--- src/rtl/core/brl_pkg.sv ---
// shared types and constants for the line rasterizer
`timescale 1ns / 1ps

package brl_pkg;

   // widest tile the port fields can carry
   localparam int COORD_W = 6;
   localparam int KIND_W = 2;
   // error term for the widest tile: two bits above the coordinate width
   localparam int ERR_W = COORD_W + 2;

   localparam int DEF_COORD_BITS = COORD_W;

   // segments buffered between the front and the walker
   localparam int QUEUE_DEPTH = 2;
   localparam int QUEUE_PTR_W = (QUEUE_DEPTH > 1) ? $clog2(QUEUE_DEPTH) : 1;
   localparam int QUEUE_CNT_W = $clog2(QUEUE_DEPTH + 1);

   typedef struct packed {
      logic [COORD_W-1:0] start_x;
      logic [COORD_W-1:0] start_y;
      logic [COORD_W-1:0] end_x;
      logic [COORD_W-1:0] end_y;
      logic [KIND_W-1:0]  pixel_kind;
   } brl_req_type;

   typedef struct packed {
      logic [COORD_W-1:0] pix_x;
      logic [COORD_W-1:0] pix_y;
      logic [KIND_W-1:0]  pix_kind;
      logic               last_pixel;
   } brl_rsp_type;

   // classified segment handed from the front to the walker
   typedef struct packed {
      logic [COORD_W-1:0]      start_x;
      logic [COORD_W-1:0]      start_y;
      logic [COORD_W-1:0]      end_x;
      logic [COORD_W-1:0]      end_y;
      logic [COORD_W-1:0]      span_x;
      logic [COORD_W-1:0]      span_y;
      logic                    dir_x_negative;
      logic                    dir_y_negative;
      logic signed [ERR_W-1:0] error_init;
      logic [KIND_W-1:0]       kind;
   } brl_seg_type;

   typedef struct packed {
      logic [QUEUE_CNT_W-1:0] count;
   } brl_queue_status_type;

   typedef struct packed {
      logic busy;
   } brl_walk_status_type;

endpackage

--- src/rtl/core/brl_front.sv ---
// front end: masks the endpoints and works out spans, directions and initial error
`timescale 1ns / 1ps

module brl_front import brl_pkg::*; #(
   parameter int COORD_BITS = DEF_COORD_BITS
) (
   input  logic        req_valid,
   output logic        req_ready,
   input  brl_req_type req_data,
   output logic        seg_valid,
   input  logic        seg_ready,
   output brl_seg_type seg
);

   localparam int CW = COORD_BITS;
   localparam int EW = COORD_BITS + 2;

   logic [CW-1:0]          x0, y0, x1, y1;
   logic [CW-1:0]          dx, dy;
   logic signed [EW-1:0]   err0;

   always_comb begin
      x0 = req_data.start_x[CW-1:0];
      y0 = req_data.start_y[CW-1:0];
      x1 = req_data.end_x[CW-1:0];
      y1 = req_data.end_y[CW-1:0];
      dx = (x1 > x0) ? (x1 - x0) : (x0 - x1);
      dy = (y1 > y0) ? (y1 - y0) : (y0 - y1);
      err0 = $signed({2'b00, dx}) - $signed({2'b00, dy});

      seg.start_x = COORD_W'(x0);
      seg.start_y = COORD_W'(y0);
      seg.end_x = COORD_W'(x1);
      seg.end_y = COORD_W'(y1);
      seg.span_x = COORD_W'(dx);
      seg.span_y = COORD_W'(dy);
      // equal coordinates count as a negative step, the axis never moves anyway
      seg.dir_x_negative = !(x0 < x1);
      seg.dir_y_negative = !(y0 < y1);
      seg.error_init = ERR_W'(err0);
      seg.kind = req_data.pixel_kind;
   end

   assign seg_valid = req_valid;
   assign req_ready = seg_ready;

endmodule

--- src/rtl/core/brl_queue.sv ---
// short fifo of classified segments between front and walker
`timescale 1ns / 1ps

module brl_queue import brl_pkg::*; (
   input  logic                 clock,
   input  logic                 reset,
   input  logic                 push_valid,
   output logic                 push_ready,
   input  brl_seg_type          push_data,
   output logic                 pop_valid,
   input  logic                 pop_ready,
   output brl_seg_type          pop_data,
   output brl_queue_status_type status
);

   brl_seg_type            entry_ff [QUEUE_DEPTH];
   logic [QUEUE_PTR_W-1:0] wr_ptr_ff, wr_ptr_in;
   logic [QUEUE_PTR_W-1:0] rd_ptr_ff, rd_ptr_in;
   logic [QUEUE_CNT_W-1:0] count_ff, count_in;
   logic                   push, pop;

   function automatic logic [QUEUE_PTR_W-1:0] ptr_next(input logic [QUEUE_PTR_W-1:0] p);
      if (p == QUEUE_PTR_W'(QUEUE_DEPTH - 1)) begin
         return '0;
      end
      return p + QUEUE_PTR_W'(1);
   endfunction

   always_comb begin
      push_ready = (count_ff != QUEUE_CNT_W'(QUEUE_DEPTH));
      pop_valid = (count_ff != '0);
      push = push_valid && push_ready;
      pop = pop_valid && pop_ready;
      wr_ptr_in = push ? ptr_next(wr_ptr_ff) : wr_ptr_ff;
      rd_ptr_in = pop ? ptr_next(rd_ptr_ff) : rd_ptr_ff;
      count_in = count_ff;
      if (push && !pop) begin
         count_in = count_ff + QUEUE_CNT_W'(1);
      end else if (pop && !push) begin
         count_in = count_ff - QUEUE_CNT_W'(1);
      end
      pop_data = entry_ff[rd_ptr_ff];
      status.count = count_ff;
   end

   always_ff @(posedge clock) begin
      if (reset) begin
         wr_ptr_ff <= '0;
         rd_ptr_ff <= '0;
         count_ff <= '0;
      end else begin
         wr_ptr_ff <= wr_ptr_in;
         rd_ptr_ff <= rd_ptr_in;
         count_ff <= count_in;
      end
   end

   always_ff @(posedge clock) begin
      if (push) begin
         entry_ff[wr_ptr_ff] <= push_data;
      end
   end

endmodule

--- src/rtl/core/brl_walker.sv ---
// back end: bresenham walk, one pixel per cycle into the output register while that register is free
`timescale 1ns / 1ps

module brl_walker import brl_pkg::*; #(
   parameter int COORD_BITS = DEF_COORD_BITS
) (
   input  logic                clock,
   input  logic                reset,
   input  logic                seg_valid,
   output logic                seg_ready,
   input  brl_seg_type         seg,
   output logic                rsp_valid,
   input  logic                rsp_ready,
   output brl_rsp_type         rsp_data,
   output brl_walk_status_type status
);

   localparam int CW = COORD_BITS;
   localparam int EW = COORD_BITS + 2;

   logic                 busy_ff, busy_in;
   logic [CW-1:0]        walk_x_ff, walk_x_in;
   logic [CW-1:0]        walk_y_ff, walk_y_in;
   logic [CW-1:0]        target_x_ff, target_x_in;
   logic [CW-1:0]        target_y_ff, target_y_in;
   logic [CW-1:0]        span_x_ff, span_x_in;
   logic [CW-1:0]        span_y_ff, span_y_in;
   logic                 dir_x_neg_ff, dir_x_neg_in;
   logic                 dir_y_neg_ff, dir_y_neg_in;
   logic signed [EW-1:0] err_ff, err_in;
   logic [KIND_W-1:0]    kind_ff, kind_in;
   logic                 rsp_valid_ff, rsp_valid_in;
   brl_rsp_type          rsp_data_ff, rsp_data_in;

   logic                 out_free, at_end, emit, load;
   logic signed [EW:0]   e2, neg_dy, dx_wide;
   logic signed [EW-1:0] dx_e, dy_e;
   logic                 step_x, step_y;

   always_comb begin
      out_free = !rsp_valid_ff || rsp_ready;
      at_end = (walk_x_ff == target_x_ff) && (walk_y_ff == target_y_ff);
      emit = busy_ff && out_free;
      // next segment loads in the cycle the end pixel goes out
      seg_ready = !busy_ff || (emit && at_end);
      load = seg_valid && seg_ready;

      e2 = $signed({err_ff, 1'b0});
      dx_wide = $signed({3'b000, span_x_ff});
      neg_dy = -$signed({3'b000, span_y_ff});
      dx_e = $signed({2'b00, span_x_ff});
      dy_e = $signed({2'b00, span_y_ff});
      step_x = (e2 > neg_dy);
      step_y = (e2 < dx_wide);

      busy_in = busy_ff;
      walk_x_in = walk_x_ff;
      walk_y_in = walk_y_ff;
      target_x_in = target_x_ff;
      target_y_in = target_y_ff;
      span_x_in = span_x_ff;
      span_y_in = span_y_ff;
      dir_x_neg_in = dir_x_neg_ff;
      dir_y_neg_in = dir_y_neg_ff;
      err_in = err_ff;
      kind_in = kind_ff;

      if (load) begin
         busy_in = 1'b1;
         walk_x_in = seg.start_x[CW-1:0];
         walk_y_in = seg.start_y[CW-1:0];
         target_x_in = seg.end_x[CW-1:0];
         target_y_in = seg.end_y[CW-1:0];
         span_x_in = seg.span_x[CW-1:0];
         span_y_in = seg.span_y[CW-1:0];
         dir_x_neg_in = seg.dir_x_negative;
         dir_y_neg_in = seg.dir_y_negative;
         err_in = seg.error_init[EW-1:0];
         kind_in = seg.kind;
      end else if (emit && at_end) begin
         busy_in = 1'b0;
      end else if (emit) begin
         if (step_x) begin
            err_in = err_in - dy_e;
            walk_x_in = dir_x_neg_ff ? (walk_x_ff - CW'(1)) : (walk_x_ff + CW'(1));
         end
         if (step_y) begin
            err_in = err_in + dx_e;
            walk_y_in = dir_y_neg_ff ? (walk_y_ff - CW'(1)) : (walk_y_ff + CW'(1));
         end
      end

      rsp_valid_in = rsp_valid_ff && !rsp_ready;
      rsp_data_in = rsp_data_ff;
      if (emit) begin
         rsp_valid_in = 1'b1;
         rsp_data_in.pix_x = COORD_W'(walk_x_ff);
         rsp_data_in.pix_y = COORD_W'(walk_y_ff);
         rsp_data_in.pix_kind = kind_ff;
         rsp_data_in.last_pixel = at_end;
      end

      rsp_valid = rsp_valid_ff;
      rsp_data = rsp_data_ff;
      status.busy = busy_ff;
   end

   always_ff @(posedge clock) begin
      if (reset) begin
         busy_ff <= 1'b0;
         rsp_valid_ff <= 1'b0;
      end else begin
         busy_ff <= busy_in;
         rsp_valid_ff <= rsp_valid_in;
      end
   end

   always_ff @(posedge clock) begin
      walk_x_ff <= walk_x_in;
      walk_y_ff <= walk_y_in;
      target_x_ff <= target_x_in;
      target_y_ff <= target_y_in;
      span_x_ff <= span_x_in;
      span_y_ff <= span_y_in;
      dir_x_neg_ff <= dir_x_neg_in;
      dir_y_neg_ff <= dir_y_neg_in;
      err_ff <= err_in;
      kind_ff <= kind_in;
      rsp_data_ff <= rsp_data_in;
   end

endmodule

--- src/rtl/core/bresenham_line_rasterizer_top.sv ---
// Line rasterizer: each req beat is one segment (start, end, kind) inside a
// 2^COORD_BITS square tile; the block returns max(|dx|,|dy|)+1 rsp beats, one per
// pixel from start to end, the end pixel flagged by last_pixel. Endpoint bits
// above COORD_BITS are ignored. The walker takes one error-term step per cycle
// while the rsp side takes every beat, one pixel per step; a segment has 1 to
// 2^COORD_BITS pixels. The next segment loads in the cycle the previous end pixel
// is emitted, so consecutive segments run without a gap. A two-entry queue behind
// the front end takes new segments while the walker is busy.
`timescale 1ns / 1ps

module bresenham_line_rasterizer_top import brl_pkg::*; #(
   parameter int COORD_BITS = DEF_COORD_BITS
) (
   input  logic        clock,
   input  logic        reset,
   input  logic        req_valid,
   output logic        req_ready,
   input  brl_req_type req_data,
   output logic        rsp_valid,
   input  logic        rsp_ready,
   output brl_rsp_type rsp_data
);

   logic                 front_valid, front_ready;
   brl_seg_type          front_seg;
   logic                 queue_valid, queue_ready;
   brl_seg_type          queue_seg;
   brl_queue_status_type queue_status;
   brl_walk_status_type  walk_status;

   brl_front #(
      .COORD_BITS(COORD_BITS)
   ) u_front (
      .req_valid(req_valid),
      .req_ready(req_ready),
      .req_data (req_data),
      .seg_valid(front_valid),
      .seg_ready(front_ready),
      .seg      (front_seg)
   );

   brl_queue u_queue (
      .clock     (clock),
      .reset     (reset),
      .push_valid(front_valid),
      .push_ready(front_ready),
      .push_data (front_seg),
      .pop_valid (queue_valid),
      .pop_ready (queue_ready),
      .pop_data  (queue_seg),
      .status    (queue_status)
   );

   brl_walker #(
      .COORD_BITS(COORD_BITS)
   ) u_walker (
      .clock    (clock),
      .reset    (reset),
      .seg_valid(queue_valid),
      .seg_ready(queue_ready),
      .seg      (queue_seg),
      .rsp_valid(rsp_valid),
      .rsp_ready(rsp_ready),
      .rsp_data (rsp_data),
      .status   (walk_status)
   );

   // a busy walker with a free output register must produce a beat
   a_walk_progress: assert property (@(posedge clock) disable iff (reset)
      (walk_status.busy && rsp_ready) |=> rsp_valid)
      else $error("walker stalled with output register free");

   // queue occupancy never exceeds its depth
   a_queue_bound: assert property (@(posedge clock) disable iff (reset)
      queue_status.count <= QUEUE_CNT_W'(QUEUE_DEPTH))
      else $error("segment queue overflow");

   // an accepted segment is held in the queue on the next cycle
   a_queue_capture: assert property (@(posedge clock) disable iff (reset)
      (req_valid && req_ready) |=> (queue_status.count != '0))
      else $error("accepted segment missing from queue");

endmodule
--- config.mk ---
export PLATFORM = sky130hd
export DESIGN_NAME = bresenham_line_rasterizer_top
export DESIGN_NICKNAME = d
export VERILOG_FILES = /design/src/rtl/core/brl_pkg.sv /design/src/rtl/core/brl_front.sv /design/src/rtl/core/brl_queue.sv /design/src/rtl/core/brl_walker.sv /design/src/rtl/core/bresenham_line_rasterizer_top.sv
export SDC_FILE = /design/constraint.sdc
export NUM_CORES = 1
export LEC_CHECK = 0
export BUFFER_PORTS_ARGS = -buffer_cell sky130_fd_sc_hd__buf_2
export CAP_MARGIN = 5
export CORE_MARGIN = 4
export CORE_UTILIZATION = 40
export DETAILED_ROUTE_END_ITERATION = 10
export HOLD_SLACK_MARGIN = 0.03
export PLACE_DENSITY = 0.54
export RECOVER_POWER = 50
export SETUP_SLACK_MARGIN = 0.02
export SKIP_CTS_REPAIR_TIMING = 1
export SLEW_MARGIN = 20
export SYNTH_ARGS = -nofsm -noshare
export SYNTH_HDL_FRONTEND = slang
export SYNTH_SLANG_ARGS = --single-unit
--- constraint.sdc ---
create_clock -name clock -period 4.5 [get_ports clock]
set_input_delay 0.675 -clock clock [delete_from_list [all_inputs] [get_ports clock]]
set_output_delay 0.675 -clock clock [all_outputs]
set_load 0.05 [all_outputs]
After elaboration in Yosys (flattened, before gate mapping)
Memory sizes are Yosys's and may differ from the RTL's. A register that Yosys moved wholly into a read port is not among the register bits.
Cells that the tools add are included.
- memories: 1
- RAM bits: 96
- output and inout bits: 17
- flip-flop bits (word level): 69
- word-level logic and storage cells: 107
- input bits: 30
- memories (name ; depth ; bits a word ; rd ports ; clocked after Yosys merged registers in ; write ports ; line ; source):
    u_queue.entry_ff ; 2 ; 48 ; 1 ; 1 ; 1 ; brl_queue.sv:16 ; brl_seg_type entry_ff [QUEUE_DEPTH];
- $lt $le $gt $ge: 6
- muxes and demuxes: 35
- reduce and logical (&&, ||, !) cells: 26
- add/subtract/negate cells: 16
- equality and inequality tests: 4
- operator list (kind ; count):
    6-bit two-way mux ; 12
    8-bit two-way mux ; 8
    6-bit subtractor ; 4
    1-bit two-way mux ; 13
    6-bit by 1-bit adder with 6-bit output, second input constant ; 2
    6-bit equality test ; 2
    6-bit > comparator ; 2
    6-bit < comparator ; 2
    2-bit nonzero test ; 6
    6-bit by 1-bit subtractor with 6-bit output, second input constant ; 2
    9-bit > comparator ; 1
    9-bit by 7-bit < comparator with 1-bit output ; 1
    6-bit negation with 9-bit output ; 1
    8-bit by 7-bit adder with 8-bit output ; 1
    1-bit logical AND ; 8
    8-bit by 7-bit subtractor with 8-bit output ; 1
    1-bit logical NOT ; 7
    6-bit by 6-bit subtractor with 7-bit output ; 1
    3-bit AND reduction ; 2
    2-bit two-way mux ; 2
    2-bit inequality test, second input constant ; 2
    1-bit adder, second input constant ; 2
    2-bit by 1-bit adder with 2-bit output, second input constant ; 1
    1-bit logical OR ; 2
    other kinds (2) ; 2

Logic depth before layout (Yosys ltp)
- depth in word-level cells: 12
- mapped depth: 19
- mapped depth without buffers: 18

Cells and area by module
Synthesis repeated with hierarchy kept, for this count alone.
- cells, all modules: 691
- area, all modules: 8904.8 µm²
- by module, submodules not included (module ; times used ; cells each ; area an instance (µm²) ; sequential area each (µm²)):
    brl_walker ; 1 ; 330 ; 3767.4 ; 1931.9
    brl_queue ; 1 ; 173 ; 3678.5 ; 2982.9
    brl_front ; 1 ; 188 ; 1458.9 ; 0.0

Least setup slack after synthesis
No wires, ideal clock.
- kind: register to register
- start: register u_walker.span_y_ff[1]
- end: register u_walker.err_ff[7] (data pin)
- data required time: 4.234 ns
- arrival time: 4.247 ns
- stages on the path, launching flop included: 19
- buffers on the path: 1
- path slack: -0.013 ns
- cells stage by stage: edfxtp_1 -> inv_1 -> ha_1 -> nand3_1 -> xnor2_1 -> ha_1 -> and2_4 -> a221o_1 -> a221o_1 -> and2_1 -> buf_6 -> mux2_4 -> ha_1 -> a21oi_1 -> o31ai_1 -> o41ai_1 -> or3_2 -> o221ai_1 -> or3b_1
- word-level cells in the longest chain between the ends: 11
- elaborated cells between the ends (all ways): 12
- those cells by class: add/sub (3); order compare (1); mux (8)
- ends and longest elaborated chain (item ; line ; source):
    start: declaration ; brl_walker.sv:27 ; logic [CW-1:0] span_y_ff, span_y_in;
    start signal: assignment ; brl_walker.sv:124 ; span_y_ff <= span_y_in;
    6-bit negation with 9-bit output ; brl_walker.sv:50 ; neg_dy = -$signed({3'b000, span_y_ff});
    9-bit > comparator ; brl_walker.sv:53 ; step_x = (e2 > neg_dy);
    8-bit two-way mux (*) ; brl_walker.sv:83 ; if (step_x) begin
    8-bit two-way mux (*) ; brl_walker.sv:82 ; end else if (emit) begin
    8-bit two-way mux (*) ; brl_walker.sv:80 ; end else if (emit && at_end) begin
    8-bit two-way mux (*) ; brl_walker.sv:68 ; if (load) begin
    8-bit by 7-bit adder with 8-bit output ; brl_walker.sv:88 ; err_in = err_in + dx_e;
    8-bit two-way mux (*) ; brl_walker.sv:87 ; if (step_y) begin
    8-bit two-way mux (*) ; brl_walker.sv:82 ;
    8-bit two-way mux (*) ; brl_walker.sv:80 ;
    8-bit two-way mux (*) ; brl_walker.sv:68 ;
    via u_walker.err_in[7] ; brl_walker.sv:30 ; logic signed [EW-1:0] err_ff, err_in;
    end signal: assignment ; brl_walker.sv:127 ; err_ff <= err_in;
    end: declaration ; brl_walker.sv:30 ;
Mark *: on every way through the listed nets, which the timed path passes. The rest lies on a longest branch. The select of a mux whose other input is x is not followed.
A chain may end at the register's enable or synchronous reset.

Worst setup path after layout
- start: register u_walker.span_y_ff[0]
- end: register u_walker.err_ff[7] (data pin)
Same word-level chain as after synthesis.

==> results.md <==
| Parameter | Reported | Unit |
|---|---|---|
| Required @ worst endpoint | 4.67 | ns |
| Vias per std cell | 5.04 | - |
| Skew-Pair Late Insertion Delay | 0.42 | ns |
| Clock buffer count from CTS | 17 | - |
| Share of flip-flops with an asynchronous set or reset after synthesis | 0 | % |
| Path category of the worst min-delay check | flip-flop to flip-flop | - |
| Number of distinct library cells after synthesis | 59 | - |
| Most frequently used cell type in the post-synthesis netlist | edfxtp_1 | - |
| Share of total power in combinational logic | 47.2 | % |
| Synthesized area divided by synthesized cell count | 13.2 | um2 |
| Last weighted congestion value of the routability-driven placer | 0.858 | - |
| First-pass GRT wire length | 28600 | um |
| Failing checks | max-capacitance violations, max-slew violations | - |
| Synthesis-to-finish area growth | 15.0 | % |
| CTS sink cnt | 164 | - |
| Type of element capturing the critical path | flip-flop | - |
| Total inserted antenna cells | 0 | - |
| Number of synthesized flops with an enable pin | 157 | - |
| Total nets after synthesis | 753 | - |
| Area share of the largest cell type after synthesis | 55.1 | % |
| Core Region | 21000 | um2 |
| Switching power of the nets | 0.00310 | W |
| Post-DR wirelength/cell | 17.9 | um |
| Kind of critical path | flip-flop to flip-flop | - |
| Number of global-route vias before repair | 5254 | - |
| Largest voltage drop on the vdd net | 0.308 | mV |
| Primary FF master, synth | edfxtp_1 | - |
| Post-synthesis sequential area ratio | 56.8 | % |
| Number of fillers in the final layout | 1885 | - |
| Total number of placement rows | 53 | - |
| Vias | 5055 | - |
| Die span in x | 154 | um |
| CP startpoint kind | flip-flop | - |
| Crit share post-route | 98.2 | % |
| RSZ-0062 raised after global routing | true | - |
| Sum of routed wire length over all layers | 17900 | um |
| Data arrival time of the critical path | 4.58 | ns |
| Slew Viols, Final | 63 | - |
| Pwr/cell area | 813 | nW/um2 |
| Detailed-placement wirelength estimate | 13100 | um |
| Number of nets in the layout | 820 | - |
| Minimum period implied by the final worst setup slack | 4.42 | ns |
| CTS max path bufs | 2 | - |
| Switching share of total power | 38.8 | % |
| Achievable Freq | 0.226 | GHz |
| Tot GR Track Use | 15.4 | % |
| Commonest cells in the netlist | edfxtp_1 (157), inv_1 (67), ha_1 (66), xnor2_1 (37) | - |
| DR iter-0 viols | 273 | - |
| Share of the core filled with cells | 46.8 | % |
| Post-route DRC | 0 | - |
| Initial core utilization | 40.7 | % |
| CP Max Fanout | 5 | - |
| Overall power | 0.00799 | W |
| Number of setup violations in the final report | 0 | - |
| Status | finished, violations left | - |
| Share of post-route cells with drive strength above 1 | 14.6 | % |
| Maximum level of the CTS H-tree | 4 | - |
| Largest clock skew in the final design | 0.00856 | ns |
| CTS Root Cell | clkbuf_16 | - |
| Antenna violation net count after detailed routing | 0 | - |
| Die height | 154 | um |
| Die area | 23800 | um2 |
| Total leakage power | 3.77 | nW |
| Number of I/O port buffers | 46 | - |
| CTS tree | yes | - |
| Flip-flop and latch count after synthesis | 164 | - |
| Post-synthesis instance area | 8550 | um2 |
| Synth Instances | 648 | - |
| Worst-margin pin slew | 2.73 | ns |
| Iteration count of the initial detailed-routing pass | 5 | - |
| Worst max-slew margin expressed relative to the limit | -82.7 | % |
| Relative contribution of sequential cells to total power | 34.4 | % |
| Internal | 0.00489 | W |
| Top-level port count | 47 | - |
| Leading area contributor after synthesis | edfxtp_1 | - |
| Pin count of the biggest net entering global routing | 43 | - |
| Clock input transition at the sequential cells of the worst setup and hold paths | 0.07 | ns |
| Main area contributors after synthesis | edfxtp_1 (55%), ha_1 (9.7%), mux2_2 (4.6%) | - |
| Hold Vio Cnt, Final | 0 | - |
| Maximum capacitance violations | 2 | - |
| Ys Warns | 0 | - |
| Antenna violations before repair | 0 | - |
| Share of power burned in the clock network | 18.5 | % |
| Total global routing overflow | 0 | - |
[flip-flops by register name, indices dropped and copies added (netlist names), named ones only]
name and flops:
u_walker.target_x_ff 6, u_walker.kind_ff 2, u_walker.dir_y_neg_ff 1, u_walker.status 1
u_walker.err_ff 8, u_queue.status 2, u_queue.rd_ptr_ff 1, u_walker.span_x_ff 6
u_walker.target_y_ff 6, u_queue.entry_ff 94, u_walker.dir_x_neg_ff 1, u_walker.rsp_data 15
u_walker.span_y_ff 6, u_walker.walk_x_ff 6, u_walker.walk_y_ff 6, u_queue.wr_ptr_ff 1
u_walker.rsp_valid 1
[logic make-up after synthesis]
group                    count (synthesis)  share of synthesized area, %
AO/OA/AOI/OAI                          120                          9.31
XOR/XNOR                                51                          5.22
adder cells (fa/ha/maj)                 75                          11.8
buffers and inverters                   80                          3.64
flip-flops                             164                          56.8
multiplexers                            52                          6.77
AND/OR/NAND/NOR                        106                          6.51
[per-layer routing]
metal	part of all wire [%]	wire length (um)	GRT usage, %	vias up
li1	-	-	-	2494
met1	50	9040	23.0	2471
met2	45	8150	23.4	78
met5	0	0	0	-
met4	0.75	135	3.57	0
met3	3.5	620	3.19	12
[power by group through the flow]
stage / clock [W] / combinational [W] / sequential, W
final: 0.00147 / 0.00377 / 0.00275
after global routing: 0.00159 / 0.00421 / 0.00280
after CTS: 0.00151 / 0.00357 / 0.00274
after detailed placement: 0 / 0.00354 / 0.00277
after global placement: 0 / 0.00348 / 0.00276
after floorplan: 0 / 0.00258 / 0.00278
[final timing paths]
check	from	endpoint	slack, ns	cells after the start
setup reg to reg	u_walker.span_y_ff[0]	u_walker.err_ff[7]	0.08	18
hold reg to reg	u_walker.kind_ff[1]	u_walker.rsp_data[2]	0.43	0
setup / recovery	u_walker.span_y_ff[0]	u_walker.err_ff[7]	0.08	18
hold / removal	u_walker.kind_ff[1]	u_walker.rsp_data[2]	0.43	0
[critical path, cell delays in order (launching register included)]
cell,delay [ns]
edfxtp_1,0.42
inv_2,0.12
ha_4,0.16
nand3_2,0.09
xnor2_1,0.13
ha_1,0.31
and2_4,0.17
a221o_1,0.29
a221o_1,0.35
and2_4,0.19
buf_4,0.16
mux2_4,0.32
ha_4,0.29
nor3_1,0.04
nor2_1,0.19
o41ai_4,0.14
o311ai_2,0.27
o221ai_1,0.14
or3b_1,0.38
[stage by stage]
step                      TNS, ns  std cells  hold WS, ns  instance area (um2)  worst slack [ns]
after global routing      -0.0584       1002        0.419                 9830           -0.0584
after detailed placement  -0.0954        970        0.420                 9180           -0.0954
final                           0       1002        0.433                 9830            0.0817
after global placement          0        970        0.409                 9180            0.0725
after floorplan                 0        648        0.400                 8560            0.0774
after CTS                  -0.104       1001        0.420                 9790            -0.104
[area by class of cell]
cell class / count / area [um2] / area share (%)
Clock inverter: 14 / 178 / 1.81
Inverter: 68 / 255 / 2.60
Multi-Input combinational cell: 404 / 3500 / 35.6
Sequential cell: 164 / 4850 / 49.4
Clock buffer: 17 / 425 / 4.33
Tap cell: 275 / 344 / 3.50
Timing Repair Buffer: 60 / 280 / 2.85
[layout by cell type, fill, tap and decap left out, drive strengths merged, types with 3 or more instances in the layout]
cell,netlist,layout
o21a,4,4
o21bai,4,4
mux2i,14,14
bufinv,0,3
a21oi,36,36
xnor2,37,37
nand2b,9,9
buf,5,18
or3,3,3
clkbuf,7,59
a211oi,14,14
fa,9,9
ha,66,66
edfxtp,157,157
mux2,38,38
nor2,26,26
and4,3,3
and2,4,4
a21o,11,11
o31ai,4,4
nor2b,17,17
nand2,18,18
o21ai,26,26
clkinv,0,4
clkinvlp,0,3
inv,68,72
a31oi,4,4
a221o,3,3
nand4,5,5
nor3,6,6
xor2,14,14
and3,4,4
dfxtp,7,7
nand3,6,6
No activity file was read; power rests on OpenSTA's default activity.
